### config.mk
export PLATFORM = sky130hd
export DESIGN_NAME = priority_table_promote_popmax
export DESIGN_NICKNAME = d
export VERILOG_FILES = /design/src/ptpm_pkg.sv /design/src/ptpm_ctrl.sv /design/src/ptpm_dp.sv /design/src/priority_table_promote_popmax.sv
export SDC_FILE = /design/constraint.sdc
export NUM_CORES = 2
export LEC_CHECK = 0
export ABC_AREA = 0
export ABC_CLOCK_PERIOD_IN_PS = 34900
export BUFFER_PORTS_ARGS = -buffer_cell sky130_fd_sc_hd__buf_4
export CELL_PAD_IN_SITES_DETAIL_PLACEMENT = 1
export CELL_PAD_IN_SITES_GLOBAL_PLACEMENT = 1
export CORE_UTILIZATION = 62
export CTS_BUF_LIST = sky130_fd_sc_hd__clkbuf_4
export DETAILED_ROUTE_END_ITERATION = 10
export GPL_ROUTABILITY_DRIVEN = 0
export GPL_TIMING_DRIVEN = 0
export PLACE_DENSITY_LB_ADDON = 0.1
export SYNTH_ARGS = -nofsm -noshare
export SYNTH_HDL_FRONTEND = slang
export SYNTH_HIERARCHICAL = 1
export SYNTH_SLANG_ARGS = --single-unit
### constraint.sdc
create_clock -name i_clk -period 34.9 [get_ports i_clk]
set_input_delay 1.745 -clock i_clk [delete_from_list [all_inputs] [get_ports i_clk]]
set_output_delay 1.745 -clock i_clk [all_outputs]
set_load 0.01 [all_outputs]
### src/ptpm_pkg.sv
// Shared types, codes and default sizes for the priority table.
`default_nettype none
package ptpm_pkg;

    // Default sizes handed to the top-level parameters.
    localparam int ENTRIES_DEF       = 16;
    localparam int PRIORITY_BITS_DEF = 16;
    localparam int PAYLOAD_BITS_DEF  = 32;

    // Operation codes carried by the input item.
    typedef enum logic [2:0] {
        OP_ADD     = 3'd0,
        OP_PROMOTE = 3'd1,
        OP_POP     = 3'd2,
        OP_PEEK    = 3'd3,
        OP_LOOKUP  = 3'd4
    } t_op;

    // Status codes carried by the result item.
    typedef enum logic [1:0] {
        ST_OK      = 2'd0,
        ST_FULL    = 2'd1,
        ST_UNKNOWN = 2'd2,
        ST_EMPTY   = 2'd3
    } t_status;

    // Controller states.
    typedef enum logic [1:0] {
        S_IDLE   = 2'd0,
        S_SCAN   = 2'd1,
        S_DRAIN  = 2'd2,
        S_FINISH = 2'd3
    } t_state;

    // Commands from the controller to the datapath.
    typedef struct packed {
        logic start;
        logic step;
        logic load;
    } t_dp_cmd;

    // Status from the datapath to the controller.
    typedef struct packed {
        logic scan_last;
        logic out_free;
    } t_dp_stat;

endpackage
`default_nettype wire

### src/ptpm_ctrl.sv
// Controller state machine that sequences the table scan and the update.
`default_nettype none
module ptpm_ctrl (
    input  wire logic              i_clk,
    input  wire logic              i_rst_n,
    input  wire logic              i_in_valid,
    output logic                   o_in_ready,
    input  ptpm_pkg::t_dp_stat     i_stat,
    output ptpm_pkg::t_dp_cmd      o_cmd
);
    import ptpm_pkg::*;

    t_state r_state;
    t_state n_state;

    // State register.
    always_ff @(posedge i_clk) begin
        if (!i_rst_n) begin
            r_state <= S_IDLE;
        end else begin
            r_state <= n_state;
        end
    end

    // Next state and commands.
    always_comb begin
        n_state    = r_state;
        o_cmd      = '0;
        o_in_ready = 1'b0;
        case (r_state)
            S_IDLE: begin
                o_in_ready = 1'b1;
                if (i_in_valid) begin
                    o_cmd.start = 1'b1;
                    n_state     = S_SCAN;
                end
            end
            S_SCAN: begin
                o_cmd.step = 1'b1;
                if (i_stat.scan_last) begin
                    n_state = S_DRAIN;
                end
            end
            S_DRAIN: begin
                n_state = S_FINISH;
            end
            S_FINISH: begin
                if (i_stat.out_free) begin
                    o_cmd.load = 1'b1;
                    n_state    = S_IDLE;
                end
            end
            default: begin
                n_state = S_IDLE;
            end
        endcase
    end

endmodule
`default_nettype wire

### src/ptpm_dp.sv
// Datapath: entry memories, valid bits, scan compare and result register.
`default_nettype none
module ptpm_dp #(
    parameter int ENTRIES       = ptpm_pkg::ENTRIES_DEF,
    parameter int PRIORITY_BITS = ptpm_pkg::PRIORITY_BITS_DEF,
    parameter int PAYLOAD_BITS  = ptpm_pkg::PAYLOAD_BITS_DEF
) (
    input  wire logic           i_clk,
    input  wire logic           i_rst_n,
    input  ptpm_pkg::t_dp_cmd   i_cmd,
    output ptpm_pkg::t_dp_stat  o_stat,
    input  wire logic [2:0]     i_operation,
    input  wire logic [31:0]    i_payload,
    input  wire logic [31:0]    i_item_id,
    output logic                o_out_valid,
    input  wire logic           i_out_ready,
    output logic [1:0]          o_status,
    output logic [31:0]         o_result_id,
    output logic [31:0]         o_payload_out,
    output logic [15:0]         o_priority_out,
    output logic                o_is_present
);
    import ptpm_pkg::*;

    localparam int IDX_W = $clog2(ENTRIES);

    // Entry storage.
    logic [31:0]              mem_key  [ENTRIES];
    logic [PRIORITY_BITS-1:0] mem_lvl  [ENTRIES];
    logic [PAYLOAD_BITS-1:0]  mem_data [ENTRIES];
    logic [ENTRIES-1:0]       r_valid;
    logic [31:0]              r_next_id;

    // Latched item.
    logic [2:0]  r_op;
    logic [31:0] r_payload;
    logic [31:0] r_id;

    // Scan pointer and read pipeline.
    logic [IDX_W-1:0]         r_idx;
    logic [IDX_W-1:0]         r_idx_d;
    logic                     r_pipe_vld;
    logic                     r_rd_vld;
    logic [31:0]              r_rd_key;
    logic [PRIORITY_BITS-1:0] r_rd_lvl;
    logic [PAYLOAD_BITS-1:0]  r_rd_data;

    // Best candidate found so far.
    logic                     r_found;
    logic [IDX_W-1:0]         r_slot;
    logic [31:0]              r_best_key;
    logic [PRIORITY_BITS-1:0] r_best_lvl;
    logic [PAYLOAD_BITS-1:0]  r_best_data;

    // Result register.
    logic        r_out_valid;
    logic [1:0]  r_status;
    logic [31:0] r_result_id;
    logic [31:0] r_payload_out;
    logic [15:0] r_priority_out;
    logic        r_is_present;

    logic                     take;
    logic                     is_add;
    logic                     is_find;
    logic                     is_max;
    logic                     is_pop;
    logic                     is_promote;
    logic                     is_lookup;
    logic                     do_write;
    logic                     wr_key;
    logic                     wr_lvl;
    logic [PRIORITY_BITS-1:0] lvl_wdata;
    logic [PAYLOAD_BITS-1:0]  data_wdata;
    logic [63:0]              payload_wide;
    logic [63:0]              best_data_wide;
    logic [31:0]              best_lvl_wide;

    assign is_add     = (r_op == OP_ADD);
    assign is_promote = (r_op == OP_PROMOTE);
    assign is_lookup  = (r_op == OP_LOOKUP);
    assign is_pop     = (r_op == OP_POP);
    assign is_find    = is_promote || is_lookup;
    assign is_max     = is_pop || (r_op == OP_PEEK);

    // Status toward the controller.
    assign o_stat.scan_last = (r_idx == IDX_W'(ENTRIES - 1));
    assign o_stat.out_free  = !r_out_valid || i_out_ready;

    // Width adjustment of payload and level values.
    always_comb begin
        payload_wide                      = {32'd0, r_payload};
        best_data_wide                    = '0;
        best_data_wide[PAYLOAD_BITS-1:0]  = r_best_data;
        best_lvl_wide                     = '0;
        best_lvl_wide[PRIORITY_BITS-1:0]  = r_best_lvl;
    end

    // Memory write controls for the final step of an item.
    always_comb begin
        do_write   = i_cmd.load && r_found;
        wr_key     = do_write && is_add;
        wr_lvl     = do_write && (is_add || is_promote);
        data_wdata = payload_wide[PAYLOAD_BITS-1:0];
        if (is_add) begin
            lvl_wdata = '0;
        end else if (r_best_lvl == '1) begin
            lvl_wdata = r_best_lvl;
        end else begin
            lvl_wdata = r_best_lvl + PRIORITY_BITS'(1);
        end
    end

    // Key memory.
    always_ff @(posedge i_clk) begin
        if (wr_key) begin
            mem_key[r_slot] <= r_next_id;
        end
        r_rd_key <= mem_key[r_idx];
    end

    // Level memory.
    always_ff @(posedge i_clk) begin
        if (wr_lvl) begin
            mem_lvl[r_slot] <= lvl_wdata;
        end
        r_rd_lvl <= mem_lvl[r_idx];
    end

    // Payload memory.
    always_ff @(posedge i_clk) begin
        if (wr_key) begin
            mem_data[r_slot] <= data_wdata;
        end
        r_rd_data <= mem_data[r_idx];
    end

    // Valid bits and id counter.
    always_ff @(posedge i_clk) begin
        if (!i_rst_n) begin
            r_valid   <= '0;
            r_next_id <= '0;
        end else if (do_write && is_add) begin
            r_valid[r_slot] <= 1'b1;
            r_next_id       <= r_next_id + 32'd1;
        end else if (do_write && is_pop) begin
            r_valid[r_slot] <= 1'b0;
        end
    end

    // Item latch, scan pointer and read pipeline.
    always_ff @(posedge i_clk) begin
        if (i_cmd.start) begin
            r_op      <= i_operation;
            r_payload <= i_payload;
            r_id      <= i_item_id;
        end
        r_rd_vld <= r_valid[r_idx];
        r_idx_d  <= r_idx;
        if (!i_rst_n) begin
            r_idx      <= '0;
            r_pipe_vld <= 1'b0;
        end else begin
            r_pipe_vld <= i_cmd.step;
            if (i_cmd.start) begin
                r_idx <= '0;
            end else if (i_cmd.step) begin
                r_idx <= r_idx + IDX_W'(1);
            end
        end
    end

    // Compare one entry per cycle against the best candidate.
    always_ff @(posedge i_clk) begin
        if (!i_rst_n) begin
            r_found <= 1'b0;
        end else if (i_cmd.start) begin
            r_found <= 1'b0;
        end else if (r_pipe_vld) begin
            if ((is_add && !r_rd_vld && !r_found) ||
                (is_find && r_rd_vld && !r_found && r_rd_key == r_id) ||
                (is_max && r_rd_vld && (!r_found || r_rd_lvl > r_best_lvl ||
                    (r_rd_lvl == r_best_lvl && r_rd_key > r_best_key)))) begin
                r_found     <= 1'b1;
                r_slot      <= r_idx_d;
                r_best_key  <= r_rd_key;
                r_best_lvl  <= r_rd_lvl;
                r_best_data <= r_rd_data;
            end
        end
    end

    // Result register; holds the item until the consumer takes it.
    assign take = i_cmd.load;
    always_ff @(posedge i_clk) begin
        if (!i_rst_n) begin
            r_out_valid <= 1'b0;
        end else if (take) begin
            r_out_valid <= 1'b1;
        end else if (i_out_ready) begin
            r_out_valid <= 1'b0;
        end
        if (take) begin
            r_status       <= ST_OK;
            r_result_id    <= '0;
            r_payload_out  <= '0;
            r_priority_out <= '0;
            r_is_present   <= 1'b0;
            case (r_op)
                OP_ADD: begin
                    if (r_found) begin
                        r_result_id <= r_next_id;
                    end else begin
                        r_status <= ST_FULL;
                    end
                end
                OP_PROMOTE: begin
                    if (!r_found) begin
                        r_status <= ST_UNKNOWN;
                    end
                end
                OP_POP, OP_PEEK: begin
                    if (r_found) begin
                        r_result_id    <= r_best_key;
                        r_payload_out  <= best_data_wide[31:0];
                        r_priority_out <= best_lvl_wide[15:0];
                    end else begin
                        r_status <= ST_EMPTY;
                    end
                end
                OP_LOOKUP: begin
                    if (r_found) begin
                        r_payload_out <= best_data_wide[31:0];
                        r_is_present  <= 1'b1;
                    end else begin
                        r_status <= ST_UNKNOWN;
                    end
                end
                default: begin
                end
            endcase
        end
    end

    assign o_out_valid    = r_out_valid;
    assign o_status       = r_status;
    assign o_result_id    = r_result_id;
    assign o_payload_out  = r_payload_out;
    assign o_priority_out = r_priority_out;
    assign o_is_present   = r_is_present;

endmodule
`default_nettype wire

### src/priority_table_promote_popmax.sv
// Top level of the priority table with promote and pop-max operations.
//
//   Channel  | Handshake                | Payload
//   ---------+--------------------------+---------------------------------------------
//   input    | i_in_valid / o_in_ready  | i_operation, i_payload, i_item_id
//   output   | o_out_valid / i_out_ready| o_status, o_result_id, o_payload_out,
//            |                          | o_priority_out, o_is_present
//
// Every item walks the whole table, one entry per cycle through the registered
// read port of the entry memories, before the next item is taken. The result
// sits in an output register, so the next item is taken while it waits.
// Reset clears the valid bits and the id counter at once; no clearing pass.
// A stalled output holds the finishing item until the register frees up.
`default_nettype none
module priority_table_promote_popmax #(
    parameter int ENTRIES       = ptpm_pkg::ENTRIES_DEF,
    parameter int PRIORITY_BITS = ptpm_pkg::PRIORITY_BITS_DEF,
    parameter int PAYLOAD_BITS  = ptpm_pkg::PAYLOAD_BITS_DEF
) (
    input  wire logic        i_clk,
    input  wire logic        i_rst_n,
    input  wire logic        i_in_valid,
    output logic             o_in_ready,
    input  wire logic [2:0]  i_operation,
    input  wire logic [31:0] i_payload,
    input  wire logic [31:0] i_item_id,
    output logic             o_out_valid,
    input  wire logic        i_out_ready,
    output logic [1:0]       o_status,
    output logic [31:0]      o_result_id,
    output logic [31:0]      o_payload_out,
    output logic [15:0]      o_priority_out,
    output logic             o_is_present
);
    import ptpm_pkg::*;

    t_dp_cmd  cmd;
    t_dp_stat stat;

    // Sequencer.
    ptpm_ctrl u_ctrl (
        .i_clk      (i_clk),
        .i_rst_n    (i_rst_n),
        .i_in_valid (i_in_valid),
        .o_in_ready (o_in_ready),
        .i_stat     (stat),
        .o_cmd      (cmd)
    );

    // Table storage and compare logic.
    ptpm_dp #(
        .ENTRIES       (ENTRIES),
        .PRIORITY_BITS (PRIORITY_BITS),
        .PAYLOAD_BITS  (PAYLOAD_BITS)
    ) u_dp (
        .i_clk          (i_clk),
        .i_rst_n        (i_rst_n),
        .i_cmd          (cmd),
        .o_stat         (stat),
        .i_operation    (i_operation),
        .i_payload      (i_payload),
        .i_item_id      (i_item_id),
        .o_out_valid    (o_out_valid),
        .i_out_ready    (i_out_ready),
        .o_status       (o_status),
        .o_result_id    (o_result_id),
        .o_payload_out  (o_payload_out),
        .o_priority_out (o_priority_out),
        .o_is_present   (o_is_present)
    );

endmodule
`default_nettype wire
==> impl_metrics.py <==
metrics = {
    "worst_setup_path": {
        "critPathKind": "primary input to flop",
        "cp-start-kind": "primary input",
        "path_max_fanout": 48,
        "crit_start": "i_out_ready",
        "required_ps": 35790,
        "crit_path_end_kind": "flop",
        "reg2reg_from": "u_dp/r_op[2]$_DFFE_PP_",
        "arrival_ps": 5960,
    },
    "timing": {
        "fmax_mhz": 197,
        "fin_crit_sh": 0.145,
        "holdWs_ps": 369,
        "setup_slack_ps": 29830,
        "rsz0062_at_grt": "false",
        "finalSetupViolations": 0,
        "drv_slew": 0,
        "clock_skew_ps": 112,
        "period_needed_ps": 5070,
        "setup_tns_ps": 0,
        "hold_violations": 0,
        "tightest_slew_ps": 1400,
        "relSlewSlack": 0.0666,
    },
    "clock_tree": {
        "cts-hold-fix-buffers": 0,
        "cts_resized": 0,
        "post_cts_buffers": 0,
        "cts_inserted_buffers": 408,
        "cts_root_buffer": "clkbuf_4",
        "cts_tree": "done",
        "cts.sinks": 1656,
        "htreeDepth": 5,
        "cts_buffer_depth": 4,
        "path_clk_slew_ps": 90,
        "worstSkewPairLatency_ps": 1290,
    },
    "synthesis": {
        "netlist_instances": 2810,
        "synth_warnings": 6,
        "ys_seq_area_frac": 0.777,
        "synth.distinct_cells": 55,
        "synth_edf_count": 1514,
        "ys.flop_type": "edfxtp_1",
        "syn_area_um2": 62100,
        "synth_top_cell_area_share": 0.732,
        "avgSynthCellArea_um2": 22.1,
        "ys_ff_latch": 1656,
        "synth_top_cell_by_area": "edfxtp_1",
        "synth.area.top_cells": "edfxtp_1 73%, mux4_2 15%, dfxtp_1 4.6%",
        "syn_nets": 2936,
        "ys_async_sr_fraction": 0,
    },
    "die": {
        "die_w_um": 319,
        "pin_count": 156,
        "die-area_um2": 102000,
        "core.rowCount": 115,
        "die_h_um": 319,
        "fp.coreArea_um2": 98900,
        "start_util": 0.629,
    },
    "detailed_routing": {
        "wl_per_cell_um": 34.9,
        "vias": 33781,
        "dr.pass1.iters": 5,
        "ant_nets": 0,
        "drc": 0,
        "routed_wl_um": 177000,
        "via_per_inst": 6.66,
        "drtIter0Drc": 4468,
    },
    "power_and_ir_drop": {
        "switching_share": 0.251,
        "pwr_density_cell_nw_per_um2": 59.7,
        "pwr-share-comb": 0.087,
        "clkPwrFrac": 0.379,
        "leakage_nw": 25.0,
        "netSwitchingPower_mw": 1.07,
        "vdd_drop_max_uv": 41.4,
        "intPower_mw": 3.20,
        "p_seq_frac": 0.534,
    },
    "global_routing": {
        "overflow": 0,
        "antenna_found_initial": 6,
        "grt_max_degree": 49,
        "grt.total_usage": 0.359,
        "grt_pass1_vias": 36471,
        "grt_pass1_wl_um": 255000,
    },
    "final_layout": {
        "area_delta_synth_final_pct": 15.4,
        "n_fill_cell": 7790,
        "nets": 3577,
        "utilization": 0.725,
        "multi_input_area_um2": 13300,
        "drive_above_1_share": 0.360,
        "seqCellArea_um2": 48300,
    },
    "run_status": {
        "status": "complete, no violations",
    },
    "place": {
        "hpwl_um": 102000,
        "dpl_worst_slack_ps": 28640,
        "io_buffers": 155,
    },
    "hold_path": {
        "hold_class": "flop to flop",
        "min-delay-start": "u_dp/r_rd_data[18]$_DFF_P_",
    },
    "flow_run": {
        "maxCapViolCount": 0,
    },
}
-- kinds of logic after synthesis --
family                   after synthesis  share of synthesized area
AND/OR/NAND/NOR                      306                     0.0271
buffers and inverters                179                     0.0119
XOR/XNOR                              70                    0.00987
multiplexers                         409                      0.147
AO/OA/AOI/OAI                        135                     0.0153
adder cells (fa/ha/maj)               55                     0.0111
flip-flops                          1656                      0.777
-- power groups by stage --
stage	combinational [mW]	clock (mW)	sequential (mW)
floorplan	0.242	0	2.31
global placement	0.345	0	2.32
detailed placement	0.364	0	2.33
CTS	0.373	1.65	2.28
global route	0.390	1.73	2.29
finish	0.371	1.62	2.29
-- synthesized netlist by cell type, drive strengths merged, types with 8 or more instances --
| cell type | number |
|---|---|
| clkbuf | 70 |
| o21a | 32 |
| or3 | 11 |
| dfxtp | 142 |
| xor2 | 42 |
| a21oi | 25 |
| nand2 | 42 |
| nor2 | 63 |
| edfxtp | 1514 |
| nand3 | 25 |
| a22o | 32 |
| o21ai | 17 |
| nor4 | 13 |
| and2 | 42 |
| buf | 48 |
| and3 | 14 |
| nor2b | 42 |
| nand4 | 23 |
| mux4 | 405 |
| xnor2 | 28 |
| nor3 | 13 |
| ha | 55 |
| inv | 60 |
| a21boi | 8 |
-- final timing paths --
check | to | cells after the start | slack (ps)
setup / recovery | u_dp/mem_data[7][29]$_DFFE_PP_ | 8 | 29830
hold / removal | u_dp/r_best_data[18]$_DFFE_PP_ | 0 | 370
setup reg to reg | u_dp/mem_data[7][29]$_DFFE_PP_ | 7 | 29920
hold reg to reg | u_dp/r_best_data[18]$_DFFE_PP_ | 0 | 370
-- cell usage in the layout (no fill, tap or decap), drive strengths merged, types with 28 or more instances in the layout --
cell	synthesis	final
inv	60	65
edfxtp	1514	1514
and2	42	42
xnor2	28	28
nor2	63	63
buf	48	279
dfxtp	142	142
clkinv	0	120
xor2	42	42
o21a	32	32
a22o	32	32
ha	55	55
mux4	405	405
nor2b	42	42
nand2	42	42
clkbuf	70	681
-- flip-flops by register name, summed over array words and instances (netlist names), 16 cells and up, named ones only --
name / cells
u_dp/r_id: 32
u_dp/o_result_id: 32
u_dp/r_best_lvl: 16
u_dp/o_payload_out: 32
u_dp/r_best_data: 32
u_dp/r_rd_key: 32
u_dp/r_rd_data: 32
u_dp/mem_lvl: 256
u_dp/mem_data: 512
u_dp/r_best_key: 32
u_dp/mem_key: 512
u_dp/o_priority_out: 16
u_dp/r_rd_lvl: 16
u_dp/data_wdata: 32
u_dp/r_next_id: 32
-- stage by stage --
stage / total power, mW / instances / instance area (um^2)
after floorplan: 2.55 / 2810 / 62100
after global placement: 2.67 / 4252 / 64900
after detailed placement: 2.69 / 4328 / 66500
after CTS: 4.30 / 5068 / 71700
after global routing: 4.41 / 5074 / 71700
final: 4.28 / 5075 / 71700
-- worst max-delay path: stages --
cell      delay [ps]
buf_4             80
nand2b_1         190
and2_4           690
nand3_1          900
clkbuf_1         760
nor2_4           970
buf_12           300
buf_12           240
-- per-layer routing --
metal	share of wire	wire length, um	global-route usage
met1	0.36	63900	0.475
met2	0.50	88300	0.585
met3	0.10	18400	0.0799
met4	0.038	6750	0.148
met5	0.000073	13	0
-- layout make-up --
class,count,share of cell area
Timing Repair Buffer,231,0.0364
Tap cell,1287,0.0225
Clock inverter,129,0.00755
Antenna cell,7,0.000244
Clock buffer,611,0.0640
Inverter,61,0.00321
Multi-Input combinational cell,975,0.186
Buffer,118,0.00708
Sequential cell,1656,0.674
(Power assumes the default switching activity.)
